`config.mk`:
```
export PLATFORM = sky130hd
export DESIGN_NAME = pixel_format_pack_ordered_dither_top
export DESIGN_NICKNAME = d
export VERILOG_FILES = /design/src/hdl/pfpod_pkg.sv /design/src/hdl/pixel_format_pack_ordered_dither_top.sv
export SDC_FILE = /design/constraint.sdc
export NUM_CORES = 1
export LEC_CHECK = 0
export BUFFER_PORTS_ARGS = -buffer_cell sky130_fd_sc_hd__buf_2
export CAP_MARGIN = 20
export CELL_PAD_IN_SITES_DETAIL_PLACEMENT = 1
export CELL_PAD_IN_SITES_GLOBAL_PLACEMENT = 1
export CORE_ASPECT_RATIO = 0.9
export CORE_MARGIN = 5
export CORE_UTILIZATION = 44
export CTS_BUF_LIST = sky130_fd_sc_hd__clkbuf_4 sky130_fd_sc_hd__clkbuf_8
export CTS_CLUSTER_SIZE = 12
export DETAILED_ROUTE_END_ITERATION = 8
export PLACE_DENSITY_LB_ADDON = 0.1
export SLEW_MARGIN = 20
export SYNTH_ARGS = -nofsm -noshare
export SYNTH_HDL_FRONTEND = slang
export SYNTH_SLANG_ARGS = --single-unit
```
`constraint.sdc`:
```
create_clock -name clk -period 3.3 [get_ports clk]
set_input_delay 0.825 -clock clk [delete_from_list [all_inputs] [get_ports clk]]
set_output_delay 0.825 -clock clk [all_outputs]
set_load 0.005 [all_outputs]
```
`src/hdl/pfpod_pkg.sv`:
```
// Shared types, register map, dither matrix and channel helpers of the pixel packer.
package pfpod_pkg;

    localparam int unsigned MAX_WIDTH_DEFAULT = 4096;
    localparam int unsigned IMAGE_WIDTH_W     = 13;
    localparam int unsigned PADDR_W           = 4;
    localparam int unsigned PDATA_W           = 32;

    typedef enum logic [1:0] {
        FMT_RGBA8888 = 2'd0,
        FMT_RGBA4444 = 2'd1,
        FMT_RGB565   = 2'd2
    } format_t;

    localparam logic [PADDR_W-1:0] ADDR_OUTPUT_FORMAT = 4'h0;
    localparam logic [PADDR_W-1:0] ADDR_DITHER_ENABLE = 4'h4;
    localparam logic [PADDR_W-1:0] ADDR_IMAGE_WIDTH   = 4'h8;

    localparam logic [1:0]               FORMAT_RESET = FMT_RGBA4444;
    localparam logic                     DITHER_RESET = 1'b1;
    localparam logic [IMAGE_WIDTH_W-1:0] WIDTH_RESET  = 13'd4096;

    // 4x4 ordered dither matrix, row-major, entries 1..16.
    localparam logic [4:0] DITHER_MATRIX [16] = '{
        5'd1,  5'd9,  5'd3,  5'd11,
        5'd13, 5'd5,  5'd15, 5'd7,
        5'd4,  5'd12, 5'd2,  5'd10,
        5'd16, 5'd8,  5'd14, 5'd6
    };

    localparam logic [4:0] DITHER_BIAS = 5'd8;

    typedef logic signed [4:0] offset_t;

    // Adds the dither offset, drops four bits and clamps to 0..15.
    function automatic logic [3:0] to_nibble(input logic [7:0] chan, input offset_t offset);
        logic signed [9:0] sum;
        begin
            sum = $signed({2'b00, chan}) + $signed({{5{offset[4]}}, offset});
            if (sum[9])
                to_nibble = 4'd0;
            else if (sum[8])
                to_nibble = 4'd15;
            else
                to_nibble = sum[7:4];
        end
    endfunction

endpackage

```
`src/hdl/pixel_format_pack_ordered_dither_top.sv`:
```
// Top level of the pixel packer: APB registers, position counters and a two-stage pixel path.
//
// Packs one RGBA8888 pixel per clock into RGBA8888, RGBA4444 with optional 4x4
// ordered dither, or RGB565; the reserved format code gives an all-zero word. A
// pixel is accepted every cycle the downstream side keeps up. Each result passes
// through the input stage, which also holds the dither offset picked from the
// column and row counters, and then the output register, which holds the word
// after the channels are offset, clamped and packed. While a finished word
// waits in the output register, the input stage takes at most one more pixel
// and then holds pixel_ready low until the word is taken. Registers are written
// through APB and should only be changed while no pixel is in flight.
// frame_start on a pixel restarts the dither pattern at column 0, row 0.
module pixel_format_pack_ordered_dither_top #(
    parameter int unsigned MAX_WIDTH = pfpod_pkg::MAX_WIDTH_DEFAULT
) (
    input  logic                           clk,
    input  logic                           rst_n,
    input  logic                           psel,
    input  logic                           penable,
    input  logic                           pwrite,
    input  logic [pfpod_pkg::PADDR_W-1:0]  paddr,
    input  logic [pfpod_pkg::PDATA_W-1:0]  pwdata,
    output logic [pfpod_pkg::PDATA_W-1:0]  prdata,
    output logic                           pready,
    input  logic                           pixel_valid,
    output logic                           pixel_ready,
    input  logic [7:0]                     red,
    input  logic [7:0]                     green,
    input  logic [7:0]                     blue,
    input  logic [7:0]                     alpha,
    input  logic                           frame_start,
    output logic                           word_valid,
    input  logic                           word_ready,
    output logic [31:0]                    pixel_word
);

    localparam int unsigned CW  = $clog2(MAX_WIDTH);
    localparam int unsigned EWN = $clog2(MAX_WIDTH + 1);
    localparam int unsigned EW  = (EWN > pfpod_pkg::IMAGE_WIDTH_W) ? EWN
                                                                   : pfpod_pkg::IMAGE_WIDTH_W;

    // Configuration registers
    logic [1:0]                          output_format_reg;
    logic                                dither_enable_reg;
    logic [pfpod_pkg::IMAGE_WIDTH_W-1:0] image_width_reg;

    // Position counters
    logic [CW-1:0] column_count_reg, column_count_next;
    logic [1:0]    row_phase_reg, row_phase_next;

    // Input stage
    logic               s1_valid_reg;
    logic [7:0]         s1_red_reg, s1_green_reg, s1_blue_reg, s1_alpha_reg;
    pfpod_pkg::offset_t s1_offset_reg;

    // Output stage
    logic        out_valid_reg;
    logic [31:0] out_word_reg, out_word_next;

    logic               cfg_write;
    logic               pixel_take;
    logic               s1_advance;
    logic [CW-1:0]      column_cur;
    logic [1:0]         row_cur;
    logic [4:0]         matrix_entry;
    pfpod_pkg::offset_t offset_cur;
    logic [EW-1:0]      width_ext;
    logic [EW-1:0]      width_eff;
    logic [EW-1:0]      column_inc;

    assign pready    = 1'b1;
    assign cfg_write = psel && penable && pwrite && pready;

    always_ff @(posedge clk or negedge rst_n)
    begin
        if (!rst_n)
        begin
            output_format_reg <= pfpod_pkg::FORMAT_RESET;
            dither_enable_reg <= pfpod_pkg::DITHER_RESET;
            image_width_reg   <= pfpod_pkg::WIDTH_RESET;
        end
        else if (cfg_write)
        begin
            case (paddr)
                pfpod_pkg::ADDR_OUTPUT_FORMAT: output_format_reg <= pwdata[1:0];
                pfpod_pkg::ADDR_DITHER_ENABLE: dither_enable_reg <= pwdata[0];
                pfpod_pkg::ADDR_IMAGE_WIDTH:
                    image_width_reg <= pwdata[pfpod_pkg::IMAGE_WIDTH_W-1:0];
                default: ;
            endcase
        end
    end

    always_comb
    begin
        case (paddr)
            pfpod_pkg::ADDR_OUTPUT_FORMAT:
                prdata = {{(pfpod_pkg::PDATA_W-2){1'b0}}, output_format_reg};
            pfpod_pkg::ADDR_DITHER_ENABLE:
                prdata = {{(pfpod_pkg::PDATA_W-1){1'b0}}, dither_enable_reg};
            pfpod_pkg::ADDR_IMAGE_WIDTH:
                prdata = {{(pfpod_pkg::PDATA_W-pfpod_pkg::IMAGE_WIDTH_W){1'b0}},
                          image_width_reg};
            default:
                prdata = '0;
        endcase
    end

    // Handshake: the input stage drains whenever the output register is empty or being taken.
    assign s1_advance  = s1_valid_reg && (!out_valid_reg || word_ready);
    assign pixel_ready = !s1_valid_reg || s1_advance;
    assign pixel_take  = pixel_valid && pixel_ready;

    // Position of the current pixel and its dither offset.
    assign column_cur   = frame_start ? '0 : column_count_reg;
    assign row_cur      = frame_start ? 2'd0 : row_phase_reg;
    assign matrix_entry = pfpod_pkg::DITHER_MATRIX[{row_cur, column_cur[1:0]}];
    assign offset_cur   = dither_enable_reg ? $signed(matrix_entry - pfpod_pkg::DITHER_BIAS)
                                            : 5'sd0;

    // A width of zero or beyond the maximum counts as the maximum.
    assign width_ext  = EW'(image_width_reg);
    assign width_eff  = ((image_width_reg == '0) || (width_ext > EW'(MAX_WIDTH)))
                        ? EW'(MAX_WIDTH) : width_ext;
    assign column_inc = EW'(column_cur) + EW'(1);

    always_comb
    begin
        if (column_inc >= width_eff)
        begin
            column_count_next = '0;
            row_phase_next    = row_cur + 2'd1;
        end
        else
        begin
            column_count_next = column_inc[CW-1:0];
            row_phase_next    = row_cur;
        end
    end

    always_ff @(posedge clk or negedge rst_n)
    begin
        if (!rst_n)
        begin
            column_count_reg <= '0;
            row_phase_reg    <= '0;
            s1_valid_reg     <= 1'b0;
            out_valid_reg    <= 1'b0;
        end
        else
        begin
            if (pixel_take)
            begin
                column_count_reg <= column_count_next;
                row_phase_reg    <= row_phase_next;
            end
            if (pixel_ready)
                s1_valid_reg <= pixel_valid;
            if (!out_valid_reg || word_ready)
                out_valid_reg <= s1_valid_reg;
        end
    end

    always_ff @(posedge clk)
    begin
        if (pixel_take)
        begin
            s1_red_reg    <= red;
            s1_green_reg  <= green;
            s1_blue_reg   <= blue;
            s1_alpha_reg  <= alpha;
            s1_offset_reg <= offset_cur;
        end
        if (s1_advance)
            out_word_reg <= out_word_next;
    end

    always_comb
    begin
        case (output_format_reg)
            pfpod_pkg::FMT_RGBA8888:
                out_word_next = {s1_alpha_reg, s1_blue_reg, s1_green_reg, s1_red_reg};
            pfpod_pkg::FMT_RGBA4444:
                out_word_next = {16'h0000,
                                 pfpod_pkg::to_nibble(s1_red_reg,   s1_offset_reg),
                                 pfpod_pkg::to_nibble(s1_green_reg, s1_offset_reg),
                                 pfpod_pkg::to_nibble(s1_blue_reg,  s1_offset_reg),
                                 pfpod_pkg::to_nibble(s1_alpha_reg, s1_offset_reg)};
            pfpod_pkg::FMT_RGB565:
                out_word_next = {16'h0000, s1_red_reg[7:3], s1_green_reg[7:2],
                                 s1_blue_reg[7:3]};
            default:
                out_word_next = '0;
        endcase
    end

    assign word_valid = out_valid_reg;
    assign pixel_word = out_word_reg;

endmodule

```
* Yosys cells after proc, flatten, opt, wreduce, memory -nomap -nowiden
Memory sizes are Yosys's and may differ from the RTL's. Index checks and enable logic that the tools add are counted.
Storage, ports and cells: latch bits 0, bits in writable memories 0, flip-flop bits (word level) 101, input bits 76, memories kept 1, memory bits (read-only) 80, output and inout bits 67
Memories:
- (name not given) | depth 16, bits a word 5, rd ports 1, clocked after memory_dff 0, wr ports 0, RTL line pixel_format_pack_ordered_dither_top.sv:117 | assign matrix_entry = pfpod_pkg::DITHER_MATRIX[{row_cur, column_cur[1:0]}];
Cells by class: reductions and logical operators 15, muxes and demuxes 17, bitwise logic cells 1, add/sub/neg operators 7, shifts and indexed selects 0, div/mod/pow operators 0, multipliers 0, $lt $le $gt $ge 3, equal/unequal tests 4
Operators by type and width (count):
- $pmux 32 s3 | 1
- $add 9x5->10 | 4
- $pmux 13 s3 | 1
- $mux 4 | 8
- $mux 12 | 2
- $add 12x1->13 const B | 1
- $ge 13x13->1 | 1
- $gt 13x13->1 const B | 1
- $logic_not 13->1 | 1
- $mux 13 | 1
- $mux 5 | 2
- $reduce_and 2->1 | 3
- $ge 5x5->1 const B | 1
- $not 4->5 | 1
- $sub 5x4->5 const B | 1
- $eq 4x3->1 const B | 1
- $eq 4x4->1 const B | 1
- $logic_and 1x1->1 | 4
- $logic_not 4->1 | 1
- $mux 2 | 2
- $logic_or 1x1->1 | 3
- $add 2x1->2 const B | 1
- $eq 2x1->1 const B | 1
- $eq 2x2->1 const B | 1
- 2 further kinds | 3

* Longest topological paths before layout
depth in word-level cells 6, mapped depth 14, depth with buffers taken out 14

* Least setup slack after synthesis
OpenSTA, ideal clock, no wires.
path kind input-to-reg, start point input port frame_start, end point register row_phase_reg[1], path buffers 0, data required time 3174 ps, arrival 3125 ps, path slack 49 ps, stages 13, setup time 126 ps, cells stage by stage nand2b_1 -> inv_1 -> ha_1 -> nand3_1 -> or3_1 -> a21oi_1 -> ha_1 -> a21oi_1 -> o21ai_0 -> a21oi_1 -> o31ai_2 -> and3_1 -> a221o_1
On the way: longest elaborated chain between the ends 4, elaborated cells on any way between the ends 6, classes of those cells 2 x add/sub; 1 x order compare; 3 x mux
Ends and longest elaborated chain:
- start: declaration | RTL line pixel_format_pack_ordered_dither_top.sv:31 | input logic frame_start,
- $mux 12 | RTL line pixel_format_pack_ordered_dither_top.sv:115 | assign column_cur = frame_start ? '0 : column_count_reg;
- $add 12x1->13 | RTL line pixel_format_pack_ordered_dither_top.sv:125 | assign column_inc = EW'(column_cur) + EW'(1);
- $ge 13x13->1 | RTL line pixel_format_pack_ordered_dither_top.sv:129 | if (column_inc >= width_eff)
- $mux 2 * | RTL line pixel_format_pack_ordered_dither_top.sv:129
- end signal: assignment | RTL line pixel_format_pack_ordered_dither_top.sv:155 | row_phase_reg <= row_phase_next;
- end: declaration | RTL line pixel_format_pack_ordered_dither_top.sv:49 | logic [1:0] row_phase_reg, row_phase_next;
Mark *: on every way between the ends. The rest lies on a longest branch, timed or not. A chain may end at the register's enable or synchronous reset.

* Worst setup path after layout
start point input port frame_start, end point register row_phase_reg[1]
On the way: longest elaborated chain between the ends 4, elaborated cells on any way between the ends 6, classes of those cells 2 x add/sub; 1 x order compare; 3 x mux
Ends and longest elaborated chain:
- $mux 12 | RTL line pixel_format_pack_ordered_dither_top.sv:115
- named net column_cur[1] | RTL line pixel_format_pack_ordered_dither_top.sv:63 | logic [CW-1:0] column_cur;
- $add 12x1->13 | RTL line pixel_format_pack_ordered_dither_top.sv:125
- $ge 13x13->1 | RTL line pixel_format_pack_ordered_dither_top.sv:129
- $mux 2 | RTL line pixel_format_pack_ordered_dither_top.sv:129
The timed path passes the listed nets, and every way through them passes these cells.

==> impl_metrics.env <==
export IMPL_outcome="finished clean"
export IMPL_use_met3_pct=4.809
export IMPL_endpoint_kind="flip-flop"
export IMPL_finClkSkew_ns=0.01319
export IMPL_clock_latency_ns=0.39
export IMPL_cts_inserted_buffers=9
export IMPL_number_of_vias_in_the_routed_layout=4576
export IMPL_leakage_uw=0.003174
export IMPL_placement_cell_area_mm2=0.006855
export IMPL_clock_tree_buf_depth=2
export IMPL_maxCapViolCount=0
export IMPL_critPathLaunch="frame_start"
export IMPL_finalPower_uw=3551
export IMPL_route_final_wire_length_um=15920
export IMPL_drcViolationCount=0
export IMPL_critical_path_top_delay_family="compound AO/OA/AOI/OAI gates"
export IMPL_antenna_found_initial=0
export IMPL_grt_busiest_layer="met2"
export IMPL_place_port_buffers=103
export IMPL_grt_usage_pct=19.89
export IMPL_maxSlewViolCount=0
export IMPL_drt_vias_per_instance=5.448
export IMPL_synthToLayoutAreaGrowth_pct=18.50
export IMPL_place_ws_ns=-0.5175
export IMPL_drive_gt1_share_pct=29.61
export IMPL_final_nets=790
export IMPL_timing_critical_path_slowest_stage_cell="or3_1"
export IMPL_timing_critical_path_required_ns=3.56
export IMPL_synth_edff_count=69
export IMPL_ffs_latches_synth=101
export IMPL_synth_avg_cell_area_um2=11.27
export IMPL_worstSetupPathType="in -> reg"
export IMPL_max_freq_ghz=0.3137
export IMPL_cts_htree_levels=3
export IMPL_detail_route_iter0_violations=149
export IMPL_fin_hold_ws_ns=0.4964
export IMPL_final_design_area_no_fill_mm2=0.007172
export IMPL_cpPeakStageDelay_ns=0.38
export IMPL_floorplan_rows=40
export IMPL_ir_worst_vdd_mv=0.1933
export IMPL_cp_num_buf_inv=1
export IMPL_timing_slew_headroom_pct=48.95
export IMPL_cts_hold_buffers_added=0
export IMPL_min_delay_path_class="in -> async"
export IMPL_tritoncts_num_sinks=101
export IMPL_wire_length_of_the_first_global_routing_pass_um=25410
export IMPL_floorplan_core_area_mm2=0.01341
export IMPL_io_pin_count=143
export IMPL_global_route_usage_met1_pct=21.96
export IMPL_grt_start_max_net_pins=33
export IMPL_critPathArrivalTime_ns=3.45
export IMPL_layout_filler_cells=1482
export IMPL_floorplan_die_height_um=121.3
export IMPL_die_width_um=133.6
export IMPL_cp_cell_sequence="buf_2 > nor2b_1 > ha_1 > nand3_1 > or3_1 > a21oi_2 > ha_1 > a21oi_1 > o21ai_0 > a21oi_2 > o31ai_4 > and3_1 > a221o_1"
export IMPL_timing_critical_path_fanout_max=5
export IMPL_minimum_period_implied_by_the_final_worst_setup_slack_ns=3.187
export IMPL_setup_worst_path_start_class="primary input"
export IMPL_route_antenna_remaining_nets=0
export IMPL_drtPass1Iterations=4
export IMPL_grt_pass1_vias=5011
export IMPL_floorplan_initialDensity_pct=45.12
export IMPL_powerDensity_mw_per_mm2=495.2
export IMPL_netlist_cell_type_count=64
export IMPL_post_drt_wl_per_cell_um=18.95
export IMPL_tritoncts="yes"
export IMPL_setup_viol=0
export IMPL_cts_root_buffer="clkbuf_8"
export IMPL_gr_total_overflow=0
export IMPL_path_clk_slew_ns=0.11
export IMPL_synthArstFlopShare_pct=31.68
export IMPL_yosys_most_used_dff="edfxtp_1"
export IMPL_largest_register_ffs=32
export IMPL_postSynthCellCount=537
export IMPL_use_met2_pct=37.44
export IMPL_die_area_mm2=0.01620
export IMPL_ys_seq_area_share_pct=47.53
export IMPL_hold_viol=0
export IMPL_dp_hpwl_um=11990
export IMPL_worst_pin_slew_ns=0.7658
export IMPL_crit_reg2reg_launch="column_count_reg[1]"
export IMPL_antenna_diode_count=0
export IMPL_mappedNetlistArea_mm2=0.006052
export IMPL_synth_warnings=0
export IMPL_post_route_worst_setup_slack_ns=0.1127
export IMPL_layout_worst_path_cycle_share_pct=96.59
export IMPL_gp_routability_congestion=0.8103
## placed cells by master (no fill, tap or decap), types with 12 or more instances in the layout
| master | Yosys | layout |
|---|---|---|
| a21oi_1 | 20 | 18 |
| and2_1 | 20 | 20 |
| and3_1 | 13 | 13 |
| buf_2 | 1 | 103 |
| buf_4 | 20 | 32 |
| conb_1 | 2 | 20 |
| dfrtp_1 | 29 | 29 |
| edfxtp_1 | 69 | 69 |
| ha_1 | 47 | 47 |
| inv_1 | 13 | 13 |
| mux2_2 | 19 | 19 |
| mux2i_1 | 20 | 20 |
| nand2_1 | 37 | 37 |
| nand2b_1 | 20 | 20 |
| nor2_1 | 29 | 28 |
| nor2b_1 | 12 | 12 |
| o21ai_0 | 15 | 14 |
| xnor2_1 | 14 | 14 |
## timing repair
item,4_1_cts,5_1_grt
gates cloned,0,1
setup endpoints to repair,9,11
buffers inserted,0,3
resized for setup,2,10
pin swaps,0,5
## routing by layer
layer | vias to the layer above | part of all wire (%)
li1 | 2204 | -
met1 | 2259 | 41
met2 | 90 | 54
met3 | 23 | 3.7
met4 | 0 | 2.0
met5 | - | 0
## stage by stage
stage               instances  TNS, ns  utilization, %
finish                    840        0           53.47
global route              840  -0.1117           53.47
CTS                       836        0           52.84
detailed placement        820   -5.911           51.11
global placement          820   -3.872           51.11
floorplan                 555        0               -
## cells by family (layout without fill, tap and decap cells)
family	count (synthesis)	in the layout	share of synthesized area, %
buffers and inverters	48	164	4.238
DFF	101	101	47.53
muxes	39	39	6.843
adders and majority gates	47	47	9.717
and+or+nand+nor	173	173	15.63
xor gates and xnor gates	23	23	3.329
AOI/OAI and AO/OA	104	105	12.59
other	2	20	0.1241
## final cells by class
| class | instances | area, um2 | area share (%) |
|---|---|---|---|
| clock inverters | 6 | 87.58 | 1.221 |
| multi-input cells | 407 | 3062 | 42.69 |
| flip-flops and latches | 101 | 2877 | 40.11 |
| repair buffers | 135 | 755.7 | 10.54 |
| clock buffers | 10 | 131.4 | 1.832 |
| well taps | 168 | 210.2 | 2.931 |
| inverters | 13 | 48.80 | 0.6804 |
## power breakdown
group          internal, uW  leakage (uW)  total [uW]  switching, uW
combinational           465       0.00198        1040            573
clock                   436      0.000114         868            433
sequential             1520       0.00108        1640            121
total                  2420       0.00317        3550           1130
## cell usage after synthesis, types with 9 or more instances
master     n  area [um2]
nor2_1    29       108.9
inv_1     13       48.80
a211o_1    9       78.83
a21oi_1   20       100.1
edfxtp_1  69        2072
nor2b_1   12       75.07
xnor2_1   14       122.6
clkbuf_1  12       45.04
mux2_2    19       214.0
mux2i_1   20       200.2
dfrtp_1   29       725.7
xor2_1     9       78.83
buf_4     20       150.1
nand2_1   37       138.9
and3_1    13       81.33
ha_1      47       588.1
and2_1    20       125.1
nand2b_1  20       125.1
o21ai_0   15       75.07
## worst paths after layout
kind | endpoint | slack (ns) | depth (start not counted)
max in group asynchronous | row_phase_reg[1] | 2.30 | 1
max reg2reg | row_phase_reg[1] | 0.25 | 12
min reg2reg | column_count_reg[11] | 0.51 | 2
min in group clk | column_count_reg[11] | 0.51 | 2
min | image_width_reg[9] | 0.50 | 1
max | row_phase_reg[1] | 0.11 | 13
Power figures use the tool's default switching activity.
